--- config.mk ---
export PLATFORM = sky130hd
export DESIGN_NAME = utf8_range_validator_flat
export DESIGN_NICKNAME = d
export VERILOG_FILES = /design/src/utf8rv_pkg.sv /design/src/utf8rv_in_if.sv /design/src/utf8rv_out_if.sv /design/src/utf8rv_lane.sv /design/src/utf8_range_validator.sv /design/src/flat_wrapper.sv
export SDC_FILE = /design/constraint.sdc
export NUM_CORES = 1
export LEC_CHECK = 0
export ABC_AREA = 0
export ABC_CLOCK_PERIOD_IN_PS = 5840
export BUFFER_PORTS_ARGS = -buffer_cell sky130_fd_sc_hd__buf_2
export CAP_MARGIN = 20
export CORE_AREA = 2 2 200 202
export DETAILED_ROUTE_END_ITERATION = 16
export DIE_AREA = 0 0 202 204
export GPL_TIMING_DRIVEN = 0
export PLACE_DENSITY_LB_ADDON = 0.1
export SLEW_MARGIN = 25
export SYNTH_ARGS = -nofsm -noshare
export SYNTH_HDL_FRONTEND = slang
export SYNTH_SLANG_ARGS = --single-unit
--- constraint.sdc ---
create_clock -name clk -period 5.84 [get_ports clk]
set_clock_uncertainty 0.2 [all_clocks]
set_input_delay 0.292 -clock clk [delete_from_list [all_inputs] [get_ports clk]]
set_output_delay 0.292 -clock clk [all_outputs]
set_load 0.01 [all_outputs]
--- src/utf8rv_pkg.sv ---
`timescale 1ns / 1ps

package utf8rv_pkg;

  // lead bytes that narrow the range of the byte after them
  localparam logic [7:0] LEAD_E0 = 8'hE0;
  localparam logic [7:0] LEAD_ED = 8'hED;
  localparam logic [7:0] LEAD_F0 = 8'hF0;
  localparam logic [7:0] LEAD_F4 = 8'hF4;

  // class thresholds
  localparam logic [7:0] LEAD2_MIN = 8'hC0;
  localparam logic [7:0] LEAD3_MIN = 8'hE0;
  localparam logic [7:0] LEAD4_MIN = 8'hF0;

  localparam int IDX_W = 4;
  localparam int RANGES = 16;

  typedef logic [7:0] byte_t;
  typedef logic [IDX_W-1:0] range_idx_t;

  // min and max byte per range index; indices 9..15 accept nothing
  localparam byte_t RANGE_LO [RANGES] = '{
    8'h00, 8'h80, 8'h80, 8'h80, 8'hA0, 8'h80, 8'h90, 8'h80, 8'hC2,
    8'hFF, 8'hFF, 8'hFF, 8'hFF, 8'hFF, 8'hFF, 8'hFF
  };
  localparam byte_t RANGE_HI [RANGES] = '{
    8'h7F, 8'hBF, 8'hBF, 8'hBF, 8'hBF, 8'h9F, 8'hBF, 8'h8F, 8'hF4,
    8'h00, 8'h00, 8'h00, 8'h00, 8'h00, 8'h00, 8'h00
  };

  // continuation bytes still owed after this byte
  function automatic logic [1:0] owed(input byte_t b);
    logic [1:0] n;
    if (b >= LEAD4_MIN) begin
      n = 2'd3;
    end else if (b >= LEAD3_MIN) begin
      n = 2'd2;
    end else if (b >= LEAD2_MIN) begin
      n = 2'd1;
    end else begin
      n = 2'd0;
    end
    return n;
  endfunction

endpackage

--- src/utf8rv_in_if.sv ---
`timescale 1ns / 1ps

interface utf8rv_in_if;
  logic        valid;
  logic        ready;
  logic [63:0] bytes_low;
  logic [63:0] bytes_high;
  logic [4:0]  byte_count;
  logic        end_of_stream;

  modport source (output valid, bytes_low, bytes_high, byte_count, end_of_stream,
                  input ready);
  modport sink (input valid, bytes_low, bytes_high, byte_count, end_of_stream,
                output ready);
endinterface

--- src/utf8rv_out_if.sv ---
`timescale 1ns / 1ps

interface utf8rv_out_if;
  logic valid;
  logic ready;
  logic error_seen;
  logic stream_done;
  logic stream_valid;

  modport source (output valid, error_seen, stream_done, stream_valid, input ready);
  modport sink (input valid, error_seen, stream_done, stream_valid, output ready);
endinterface

--- src/utf8rv_lane.sv ---
`timescale 1ns / 1ps

module utf8rv_lane
  import utf8rv_pkg::*;
(
  input  byte_t cur,
  input  byte_t prev1,
  input  byte_t prev2,
  input  byte_t prev3,
  output logic  bad
);

  logic [1:0] own1;
  logic [1:0] own2;
  logic [1:0] own3;
  range_idx_t base_idx;
  range_idx_t adj;
  range_idx_t idx;

  always_comb begin
    own1 = owed(prev1);
    own2 = owed(prev2);
    own3 = owed(prev3);
    base_idx = {(cur >= LEAD2_MIN), 3'b000}
             | {2'b00, own1}
             | {2'b00, (own2 > 2'd1) ? own2 - 2'd1 : 2'd0}
             | {2'b00, (own3 > 2'd2) ? own3 - 2'd2 : 2'd0};
    priority if (prev1 == LEAD_E0) begin
      adj = 4'd2;
    end else if (prev1 == LEAD_ED) begin
      adj = 4'd3;
    end else if (prev1 == LEAD_F0) begin
      adj = 4'd3;
    end else if (prev1 == LEAD_F4) begin
      adj = 4'd4;
    end else begin
      adj = 4'd0;
    end
    // wraps mod 16 like the index mask
    idx = base_idx + adj;
    bad = (cur < RANGE_LO[idx]) || (cur > RANGE_HI[idx]);
  end

endmodule

--- src/utf8_range_validator.sv ---
`timescale 1ns / 1ps

// channel  | dir | beat fields
// ---------+-----+-------------------------------------------------------
// stream   | in  | bytes_low, bytes_high, byte_count, end_of_stream
// verdict  | out | error_seen, stream_done, stream_valid
//
// one beat per cycle sustained while verdict.ready holds; an accepted beat
// goes to the input register, then per-lane range check into result reg
// all LANES bytes are checked in parallel, so byte_count does not change rate
// rst clears history, sticky error and both valid flags; no clearing pass
// a stalled verdict holds the input register, and stream.ready drops only
// when both the input register and the result register are full

module utf8_range_validator
  import utf8rv_pkg::*;
#(
  parameter int LANES = 16
) (
  input  logic         clk,
  input  logic         rst,
  utf8rv_in_if.sink    stream,
  utf8rv_out_if.source verdict
);

  localparam int CNT_W = $clog2(LANES + 1);
  localparam int DATA_W = LANES * 8;
  localparam logic [4:0] LANES_CNT = 5'(LANES);

  // input register
  logic              s1_valid;
  logic [DATA_W-1:0] s1_data;
  logic [CNT_W-1:0]  s1_cnt;
  logic              s1_eos;

  // stream state
  logic [23:0] history;
  logic        sticky;

  // result register
  logic out_valid;
  logic out_error;
  logic out_done;
  logic out_ok;

  logic advance;
  logic take_in;

  logic [127:0]     in_data;
  logic [CNT_W-1:0] in_cnt;

  // per-lane check over a window of three history bytes plus this beat
  byte_t       win [LANES+3];
  logic [LANES-1:0] lane_bad;
  logic [LANES-1:0] lane_live;
  logic        any_bad;
  logic [23:0] history_next;
  logic        sticky_next;
  logic        trunc;

  // the result register frees up when it is empty or being drained
  assign advance = s1_valid && (!out_valid || verdict.ready);
  assign stream.ready = !s1_valid || advance;
  assign take_in = stream.valid && stream.ready;

  assign in_data = {stream.bytes_high, stream.bytes_low};
  // counts above LANES saturate
  assign in_cnt = (stream.byte_count > LANES_CNT) ? CNT_W'(LANES)
                                                  : CNT_W'(stream.byte_count);

  always_ff @(posedge clk) begin
    if (rst) begin
      s1_valid <= 1'b0;
    end else if (take_in) begin
      s1_valid <= 1'b1;
    end else if (advance) begin
      s1_valid <= 1'b0;
    end
  end

  always_ff @(posedge clk) begin
    if (take_in) begin
      s1_data <= in_data[DATA_W-1:0];
      s1_cnt  <= in_cnt;
      s1_eos  <= stream.end_of_stream;
    end
  end

  always_comb begin
    win[0] = history[23:16];
    win[1] = history[15:8];
    win[2] = history[7:0];
    for (int i = 0; i < LANES; i++) begin
      win[i+3] = s1_data[8*i +: 8];
    end
  end

  genvar g;
  generate
    for (g = 0; g < LANES; g++) begin : g_lane
      utf8rv_lane u_lane (
        .cur   (win[g+3]),
        .prev1 (win[g+2]),
        .prev2 (win[g+1]),
        .prev3 (win[g]),
        .bad   (lane_bad[g])
      );
      // bytes past byte_count are ignored
      assign lane_live[g] = CNT_W'(g) < s1_cnt;
    end
  endgenerate

  assign any_bad = |(lane_bad & lane_live);

  // the last three bytes consumed become the new history
  always_comb begin
    history_next = history;
    for (int k = 0; k <= LANES; k++) begin
      if (s1_cnt == CNT_W'(k)) begin
        history_next = {win[k], win[k+1], win[k+2]};
      end
    end
  end

  assign sticky_next = sticky || any_bad;

  // a lead byte near the end that still waits for continuation bytes
  assign trunc = (owed(history_next[7:0]) >= 2'd1)
              || (owed(history_next[15:8]) >= 2'd2)
              || (owed(history_next[23:16]) >= 2'd3);

  always_ff @(posedge clk) begin
    if (rst) begin
      history <= '0;
      sticky  <= 1'b0;
    end else if (advance) begin
      if (s1_eos) begin
        // closing beat starts the next stream clean
        history <= '0;
        sticky  <= 1'b0;
      end else begin
        history <= history_next;
        sticky  <= sticky_next;
      end
    end
  end

  always_ff @(posedge clk) begin
    if (rst) begin
      out_valid <= 1'b0;
    end else if (advance) begin
      out_valid <= 1'b1;
    end else if (verdict.ready) begin
      out_valid <= 1'b0;
    end
  end

  always_ff @(posedge clk) begin
    if (advance) begin
      out_error <= sticky_next;
      out_done  <= s1_eos;
      out_ok    <= s1_eos && !sticky_next && !trunc;
    end
  end

  assign verdict.valid        = out_valid;
  assign verdict.error_seen   = out_error;
  assign verdict.stream_done  = out_done;
  assign verdict.stream_valid = out_ok;

  // a closing beat leaves no history or error behind
  a_close_clears : assert property (@(posedge clk) disable iff (rst)
    $past(advance && s1_eos && !rst) |-> (history == '0) && !sticky)
    else $error("state not cleared after end of stream");

  // error stays set inside a stream
  a_sticky_holds : assert property (@(posedge clk) disable iff (rst)
    ($past(sticky && !rst) && !$past(advance && s1_eos)) |-> sticky)
    else $error("sticky error dropped mid-stream");

  // a valid verdict is only given on a clean closing beat
  a_ok_consistent : assert property (@(posedge clk) disable iff (rst)
    (out_valid && out_ok) |-> (out_done && !out_error))
    else $error("stream_valid without done or with error");

  // every beat that leaves the input register lands in the result register
  a_advance_lands : assert property (@(posedge clk) disable iff (rst)
    advance |=> out_valid)
    else $error("result lost on advance");

endmodule
--- src/flat_wrapper.sv ---
// flat-port wrapper written by rule: the top's interface ports become plain ports
module utf8_range_validator_flat import utf8rv_pkg::*;
#(
  parameter int LANES = 16
)
  (clk, rst, stream_valid, stream_bytes_low, stream_bytes_high, stream_byte_count, stream_end_of_stream, stream_ready, verdict_valid, verdict_error_seen, verdict_stream_done, verdict_stream_valid, verdict_ready);
  utf8rv_in_if stream_i ();
  utf8rv_out_if verdict_i ();
  input  logic clk;
  input  logic rst;
  input wire logic [$bits(stream_i.valid)-1:0] stream_valid;
  input wire logic [$bits(stream_i.bytes_low)-1:0] stream_bytes_low;
  input wire logic [$bits(stream_i.bytes_high)-1:0] stream_bytes_high;
  input wire logic [$bits(stream_i.byte_count)-1:0] stream_byte_count;
  input wire logic [$bits(stream_i.end_of_stream)-1:0] stream_end_of_stream;
  output wire logic [$bits(stream_i.ready)-1:0] stream_ready;
  output wire logic [$bits(verdict_i.valid)-1:0] verdict_valid;
  output wire logic [$bits(verdict_i.error_seen)-1:0] verdict_error_seen;
  output wire logic [$bits(verdict_i.stream_done)-1:0] verdict_stream_done;
  output wire logic [$bits(verdict_i.stream_valid)-1:0] verdict_stream_valid;
  input wire logic [$bits(verdict_i.ready)-1:0] verdict_ready;
  assign stream_i.valid = stream_valid;
  assign stream_i.bytes_low = stream_bytes_low;
  assign stream_i.bytes_high = stream_bytes_high;
  assign stream_i.byte_count = stream_byte_count;
  assign stream_i.end_of_stream = stream_end_of_stream;
  assign stream_ready = stream_i.ready;
  assign verdict_valid = verdict_i.valid;
  assign verdict_error_seen = verdict_i.error_seen;
  assign verdict_stream_done = verdict_i.stream_done;
  assign verdict_stream_valid = verdict_i.stream_valid;
  assign verdict_i.ready = verdict_ready;
  utf8_range_validator #(.LANES(LANES)) u_core (.clk(clk), .rst(rst), .stream(stream_i), .verdict(verdict_i));
endmodule
* After elaboration in Yosys (flattened, before gate mapping)
Memories as Yosys holds them, arrays and structs flattened.
Index checks and enable logic that the tools add are counted.
W data, S select, Z words.
** Operators by class
- Add/subtract/negate cells :: 48
- Magnitude comparators :: 164
- Equality and inequality tests :: 80
- Muxes and demuxes :: 245
- Bitwise gates (word level) :: 65
- Reduce and logical (&&, ||, !) cells :: 32
** Operator list (count)
- $eq A8 B8 Y1 const B :: 64
- $ge A8 B8 Y1 const B :: 64
- $mux W8 :: 64
- $mux W24 :: 17
- $mux W3 :: 64
- $or A4 B2 Y4 :: 48
- $mux W2 :: 74
- $gt A8 B8 Y1 :: 16
- $lt A8 B8 Y1 :: 16
- $ge A5 B5 Y1 const B :: 16
- $not A4 Y5 :: 16
- $add A4 B4 Y4 :: 16
- $eq A5 B4 Y1 const B :: 8
- $lt A4 B5 Y1 const A :: 8
- $gt A2 B1 Y1 const B :: 16
- $gt A2 B2 Y1 const B :: 16
- $sub A2 B1 Y2 const B :: 16
- $sub A2 B2 Y2 const B :: 16
- $mux W1 :: 26
- $logic_or A1 B1 Y1 :: 21
- $eq A5 B3 Y1 const B :: 4
- $lt A3 B5 Y1 const A :: 4
- $and A16 B16 Y16 :: 1
- $reduce_or A16 Y1 :: 1
- 11 further kinds :: 22
** Word-level totals
- Flip-flop bits (word level) :: 164
- Bits in read-only memories :: 4096
- Input port bits :: 138
- Output and inout bits :: 5
- Logic and storage cells :: 676
- Memories kept :: 32
** Memories
- (no name shown) :: depth 16, width 8, read ports 1, clocked after memory_dff 0, write ports 0, line utf8rv_lane.sv:41 : bad = (cur < RANGE_LO[idx]) || (cur > RANGE_HI[idx]);
- (no name shown) :: depth 16, width 8, read ports 1, clocked after memory_dff 0, write ports 0, line utf8rv_lane.sv:41
- (no name shown) :: depth 16, width 8, read ports 1, clocked after memory_dff 0, write ports 0, line utf8rv_lane.sv:41
- (no name shown) :: depth 16, width 8, read ports 1, clocked after memory_dff 0, write ports 0, line utf8rv_lane.sv:41
- (no name shown) :: depth 16, width 8, read ports 1, clocked after memory_dff 0, write ports 0, line utf8rv_lane.sv:41
- (no name shown) :: depth 16, width 8, read ports 1, clocked after memory_dff 0, write ports 0, line utf8rv_lane.sv:41
- 26 more memories

* Depth between registers and ports, before layout
- Depth in word-level cells :: 26
- Depth in mapped cells :: 22
- Mapped depth without buffers :: 22

* Modules after synthesis
Synthesis repeated with hierarchy kept, for this count alone.
** Second synthesis, totals
- Cell total of the unflattened synthesis :: 2400
- Area, all modules :: 20762.4 µm²
** By module, submodules not included
- utf8_range_validator :: times used 1, cells an instance 810, area each 8707.1 µm², sequential area each 4654.5 µm²
- utf8rv_lane at u_core.g_lane[14].u_lane ... :: times used 10, cells an instance 96, area each 739.5 µm², sequential area each 0.0 µm²
- utf8rv_lane at u_core.g_lane[0].u_lane ... :: times used 4, cells an instance 110, area each 808.3 µm², sequential area each 0.0 µm²
- utf8rv_lane at u_core.g_lane[9].u_lane :: times used 1, cells an instance 93, area each 718.2 µm², sequential area each 0.0 µm²
- utf8rv_lane at u_core.g_lane[13].u_lane :: times used 1, cells an instance 97, area each 709.4 µm², sequential area each 0.0 µm²

* Worst setup path before layout
No wires, ideal clock.
- Kind :: flip-flop to flip-flop
- From :: reg u_core.s1_data[72]
- To :: reg u_core.out_error (netlist: u_core.verdict.error_seen) (data pin)
- Library setup time :: 0.263 ns
- Data arrival time :: 4.385 ns
- Data required time :: 5.377 ns
- Slack :: 0.993 ns
- Cell stages (with the launch flop) :: 23
- Path buffers :: 1
- Clock period less this slack :: 4.847 ns
- Path through :: edfxtp_1 -> buf_6 -> or3_1 -> o21ai_0 -> nor3b_1 -> ha_1 -> inv_1 -> fa_1 -> nand2b_1 -> o22ai_1 -> a221oi_2 -> inv_1 -> o21ai_0 -> ha_1 -> a21o_1 -> a21o_1 -> a211oi_1 -> a21boi_0 -> a31oi_1 -> a211oi_2 -> o2111ai_1 -> nor4_2 -> inv_1
** Between the ends
- Longest elaborated chain between the ends :: 18
- Elaborated cells between the ends (all ways) :: 76
- Those cells by class :: add/sub (6); order compare (13); eq/ne (4); mux (25); bitwise (14); reduce/logical (6); memory (8)
** Ends and longest elaborated chain
- from (decl) :: line utf8_range_validator.sv:32 : logic [DATA_W-1:0] s1_data;
- from (signal assigned) :: line utf8_range_validator.sv:83 : s1_data <= in_data[DATA_W-1:0];
- $ge A8 B8 Y1 :: line utf8rv_pkg.sv:39, utf8rv_lane.sv:24
- $mux W1 :: line utf8rv_pkg.sv:39 : end else if (b >= LEAD2_MIN) begin
- $mux W2 :: line utf8rv_pkg.sv:37 : end else if (b >= LEAD3_MIN) begin
- $mux W2 :: line utf8rv_pkg.sv:35 : if (b >= LEAD4_MIN) begin
- $sub A2 B1 Y2 or $gt A2 B1 Y1 (tied branches) :: line utf8rv_lane.sv:26 : | {2'b00, (own2 > 2'd1) ? own2 - 2'd1 : 2'd0}
- $mux W2 :: line utf8rv_lane.sv:26
- $or A4 B2 Y4 :: line utf8rv_lane.sv:26
- $or A4 B2 Y4 :: line utf8rv_lane.sv:27 : | {2'b00, (own3 > 2'd2) ? own3 - 2'd2 : 2'd0};
- (+2 left out)
- $mem_v2 Z16 W8
- $mux W8 (implied by the code) (2 in a row) :: line utf8rv_lane.sv:41
- $lt A8 B8 Y1 or $gt A8 B8 Y1 (tied branches) :: line utf8rv_lane.sv:41
- $logic_or A1 B1 Y1 :: line utf8rv_lane.sv:41
- $and A16 B16 Y16 * :: line utf8_range_validator.sv:113 : assign any_bad = |(lane_bad & lane_live);
- $reduce_or A16 Y1 * :: line utf8_range_validator.sv:113
- $logic_or A1 B1 Y1 * :: line utf8_range_validator.sv:125 : assign sticky_next = sticky || any_bad;
- named net u_core.sticky_next :: line utf8_range_validator.sv:58 : logic sticky_next;
- to (signal assigned) :: line utf8_range_validator.sv:160 : out_error <= sticky_next;
- to (decl) :: line utf8_range_validator.sv:42 : logic out_error;
The timed path passes the listed nets; every way through them passes the cells marked *. The select of a mux whose other input is x is not followed.
A chain may end at the register's enable or synchronous reset.

* Worst setup path after layout
- From :: reg u_core.s1_data[24]
- To :: reg u_core.out_ok (netlist: u_core.verdict.stream_valid) (data pin)
** Between the ends
- Longest elaborated chain between the ends :: 22
- Elaborated cells between the ends (all ways) :: 116
- Those cells by class :: add/sub (6); order compare (25); eq/ne (4); mux (47); bitwise (14); reduce/logical (12); memory (8)
** Ends and longest elaborated chain
- branches (longest 21 deep; another with $ge A8 B8 Y1)
- $logic_and A1 B1 Y1 * :: line utf8_range_validator.sv:162 : out_ok <= s1_eos && !sticky_next && !trunc;
- to (signal assigned) :: line utf8_range_validator.sv:162
- to (decl) :: line utf8_range_validator.sv:44 : logic out_ok;
Mark *: on every way between the ends. The select of a mux whose other input is x is not followed.

==> metrics.yaml <==
grt_pass1_wl_um: 92800
reg2regPathDepth: 20
synthArstFlopShare_pct: 0
ir_drop_mv: 0.214
postLayoutCellArea_um2: 21100
min_period_ns: 5.68
pwr-share-clk_pct: 31.0
first_iter_violations: 1251
clkLatencyLatePin_ns: 0.50
hold_depth: 2
synth_edf_count: 137
overflow: 0
slew_violations: 0
cts_buffers: 17
synth_nets: 2413
fmax_mhz: 176
fp.dieArea_um2: 41200
worst_pin_slew_ns: 0.962
ys_seq_area_share_pct: 25.9
synth_most_common_cell: "ha_1"
io_pins: 143
maxSlewHeadroom_pct: 35.7
path_class: "flip-flop to flip-flop"
p_leak_nw: 8.56
root_buffer: "clkbuf_16"
io_buffers: 142
n_antenna_cell: 0
die_width_um: 202
r2r_start: "u_core.s1_data[24]"
ff_latch_area_um2: 4490
rows: 73
avgSynthCellArea_um2: 8.57
switching_power_mw: 1.28
place_ws_ns: -0.319
muxShareOfSynthArea_pct: 1.31
synth-simple-area-share_pct: 21.5
antenna_found_initial: 0
synth-adder-area-share_pct: 18.6
ys_seq_elements: 156
drt_pass1_iterations: 6
wl_per_cell_um: 20.5
synth_top_family_by_area: "compound AO/OA/AOI/OAI gates"
power_density_nw_per_um2: 177
cts_tree: "yes"
grt_max_degree: 56
nFillCells: 3570
netlist_area_um2: 17400
nNetsFinal: 2734
die_y_um: 204
initial_utilization_pct: 44.3
p_comb_share_pct: 31.3
cp-startpoint: "u_core.s1_data[24]"
gp_congestion: 0.974
clkSinkCount: 156
drive_gt1_share_pct: 13.0
cp-start-kind: "flip-flop"
drt_wl_total_um: 59200
vias_per_cell: 6.10
vias: 17600
ys_top_cells_by_area: "edfxtp_1 24%, ha_1 17%, o21ai_0 3.8%, a21oi_1 3.7%, nand2_1 3.7%"
netlist.area_leader.share_pct: 23.7
crit_arrival_ns: 5.84
hold_viol_final: 0
multi_input_area_um2: 12200
cp_max_fo: 8
path_clk_slew_ns: 0.07
dpl_cell_area_um2: 18800
synth_common_cells: "233 x ha_1, 171 x nand2_1, 152 x nor2_1, 137 x edfxtp_1, 131 x o21ai_0"
yosys.area.top_type: "edfxtp_1"
cts.path.max_buffers: 2
track_usage_pct: 28.7
syn_to_final_growth_pct: 21.8
outcome: "finished clean"
synth_xor_area_share_pct: 3.11
timing.final.crit_share_pct: 97.2
synth_flop_cell: "edfxtp_1"
yosysWarnings: 0
hpwl_um: 44800
setup_viol: 0
synth_compound_area_share_pct: 24.6
route.detailed.drc: 0
hold_start: "stream_bytes_low[63]"
htree_levels: 4
drt.antenna.violating_nets: 0
hold_class: "primary input to flip-flop"
switching_share_pct: 34.0
cp_data_required_time_ns: 6.00
synth_cells: 2026
grt_pass1_vias: 17000
layout_setup_ws_ns: 0.164
ys_types: 109
maxCapViolCount: 0
p_int_mw: 2.47
power_frac_seq_pct: 37.7
fp.coreArea_um2: 39200
end_kind: "flip-flop"
## through the flow
step | hold slack (ns) | std cells | setup TNS [ns] | utilization, % | total power [mW]
finish | 0.299 | 2884 | 0 | 54.0 | 3.75
global route | 0.277 | 2884 | -0.132 | 54.0 | 3.95
CTS | 0.259 | 2863 | 0 | 53.1 | 3.73
detailed placement | 0.270 | 2695 | -0.713 | 47.9 | 2.48
global placement | 0.268 | 2693 | -0.486 | 47.8 | 2.45
floorplan | 0.164 | 2026 | 0 | - | 2.11
## cell usage in the layout (no fill, tap or decap), types with 10 or more instances in the layout
master	instances
ha_1	233
nand2_1	170
nor2_1	152
buf_2	148
dlygate4sd3_1	139
edfxtp_1	137
o21ai_0	129
a21oi_1	127
inv_1	119
clkbuf_1	64
nor2b_1	51
o22ai_1	50
nor3_1	47
nand4_1	41
xnor2_1	41
nand3_1	40
a21o_1	32
a22oi_1	28
or3_1	25
o221ai_1	24
o21a_1	24
nand2b_1	23
a31oi_1	23
buf_4	22
o211ai_1	21
a211oi_1	19
dfxtp_1	19
and2_1	18
nor4_1	17
clkbuf_16	17
fa_1	16
and3_1	15
mux2i_1	14
a221oi_1	14
nor3b_1	13
nand4b_1	12
a222oi_1	12
a22o_1	10
## kinds of logic (layout without fill, tap and decap cells)
group | count (synthesis) | count (layout)
compound gates | 630 | 630
xor+xnor | 57 | 57
fa+ha+maj | 249 | 249
buf+inv | 213 | 546
flops | 156 | 156
mux | 22 | 22
simple gates | 699 | 699
## cell type report
type	instances	share of cell area (%)
Multi-Input combinational cell	1657	57.8
Sequential cell	156	21.3
Timing Repair Buffer	305	11.0
Tap cell	525	3.11
Inverter	122	2.17
Clock buffer	18	2.03
Buffer	88	1.88
Clock inverter	13	0.787
## power groups by stage
stage	sequential [mW]	clock [mW]	combinational, mW
3_5_place_dp	1.43	0	1.04
5_1_grt	1.42	1.23	1.30
2_1_floorplan	1.38	0	0.738
6_report	1.41	1.16	1.17
3_3_place_gp	1.44	0	1.01
4_1_cts	1.41	1.20	1.12
## metal layers
layer / track usage [%] / up-vias / part of all wire [%]
met4: 13.7 / 0 / 4.1
met2: 47.5 / 578 / 47
met5: 0 / - / 0
met3: 4.66 / 140 / 5.4
met1: 36.6 / 8463 / 44
li1: - / 8412 / -
## final timing paths
| check | to | slack (ns) |
|---|---|---|
| setup / recovery | u_core.verdict.stream_valid | 0.16 |
| hold / removal | u_core.s1_data[63] | 0.30 |
| setup reg to reg | u_core.verdict.stream_valid | 0.16 |
| hold reg to reg | u_core.sticky | 0.31 |
## critical path, cell delays in order (launching register included)
cell	delay, ns
edfxtp_1	0.39
buf_6	0.15
or3_2	0.45
o21ai_0	0.14
nor3b_1	0.22
ha_1	0.21
inv_1	0.06
fa_1	0.54
nor2b_1	0.19
nand2_1	0.14
xnor2_1	0.15
ha_1	0.32
nand4_1	0.16
nor3_2	0.30
or2b_2	0.35
mux2i_4	0.24
o22ai_1	0.14
a211oi_2	0.33
o2111ai_2	0.18
nor4_4	0.39
and3_4	0.27
## registers in the layout, summed over array words and instances (netlist names)
signal                       flops
u_core.history                  16
u_core.s1_data                 128
u_core.s1_valid                  1
u_core.s1_eos                    1
u_core.s1_cnt                    5
u_core.verdict.error_seen        1
u_core.sticky                    1
u_core.verdict.stream_done       1
u_core.verdict.stream_valid      1
u_core.verdict.valid             1
## timing repair
item,in CTS,in global routing
pin swaps,1,11
hold endpoints to repair,137,0
setup buffers,0,22
endpoints found under the setup margin,3,3
hold buffers,139,0
gates resized for setup,8,40
No activity file was read; power rests on OpenSTA's default activity.
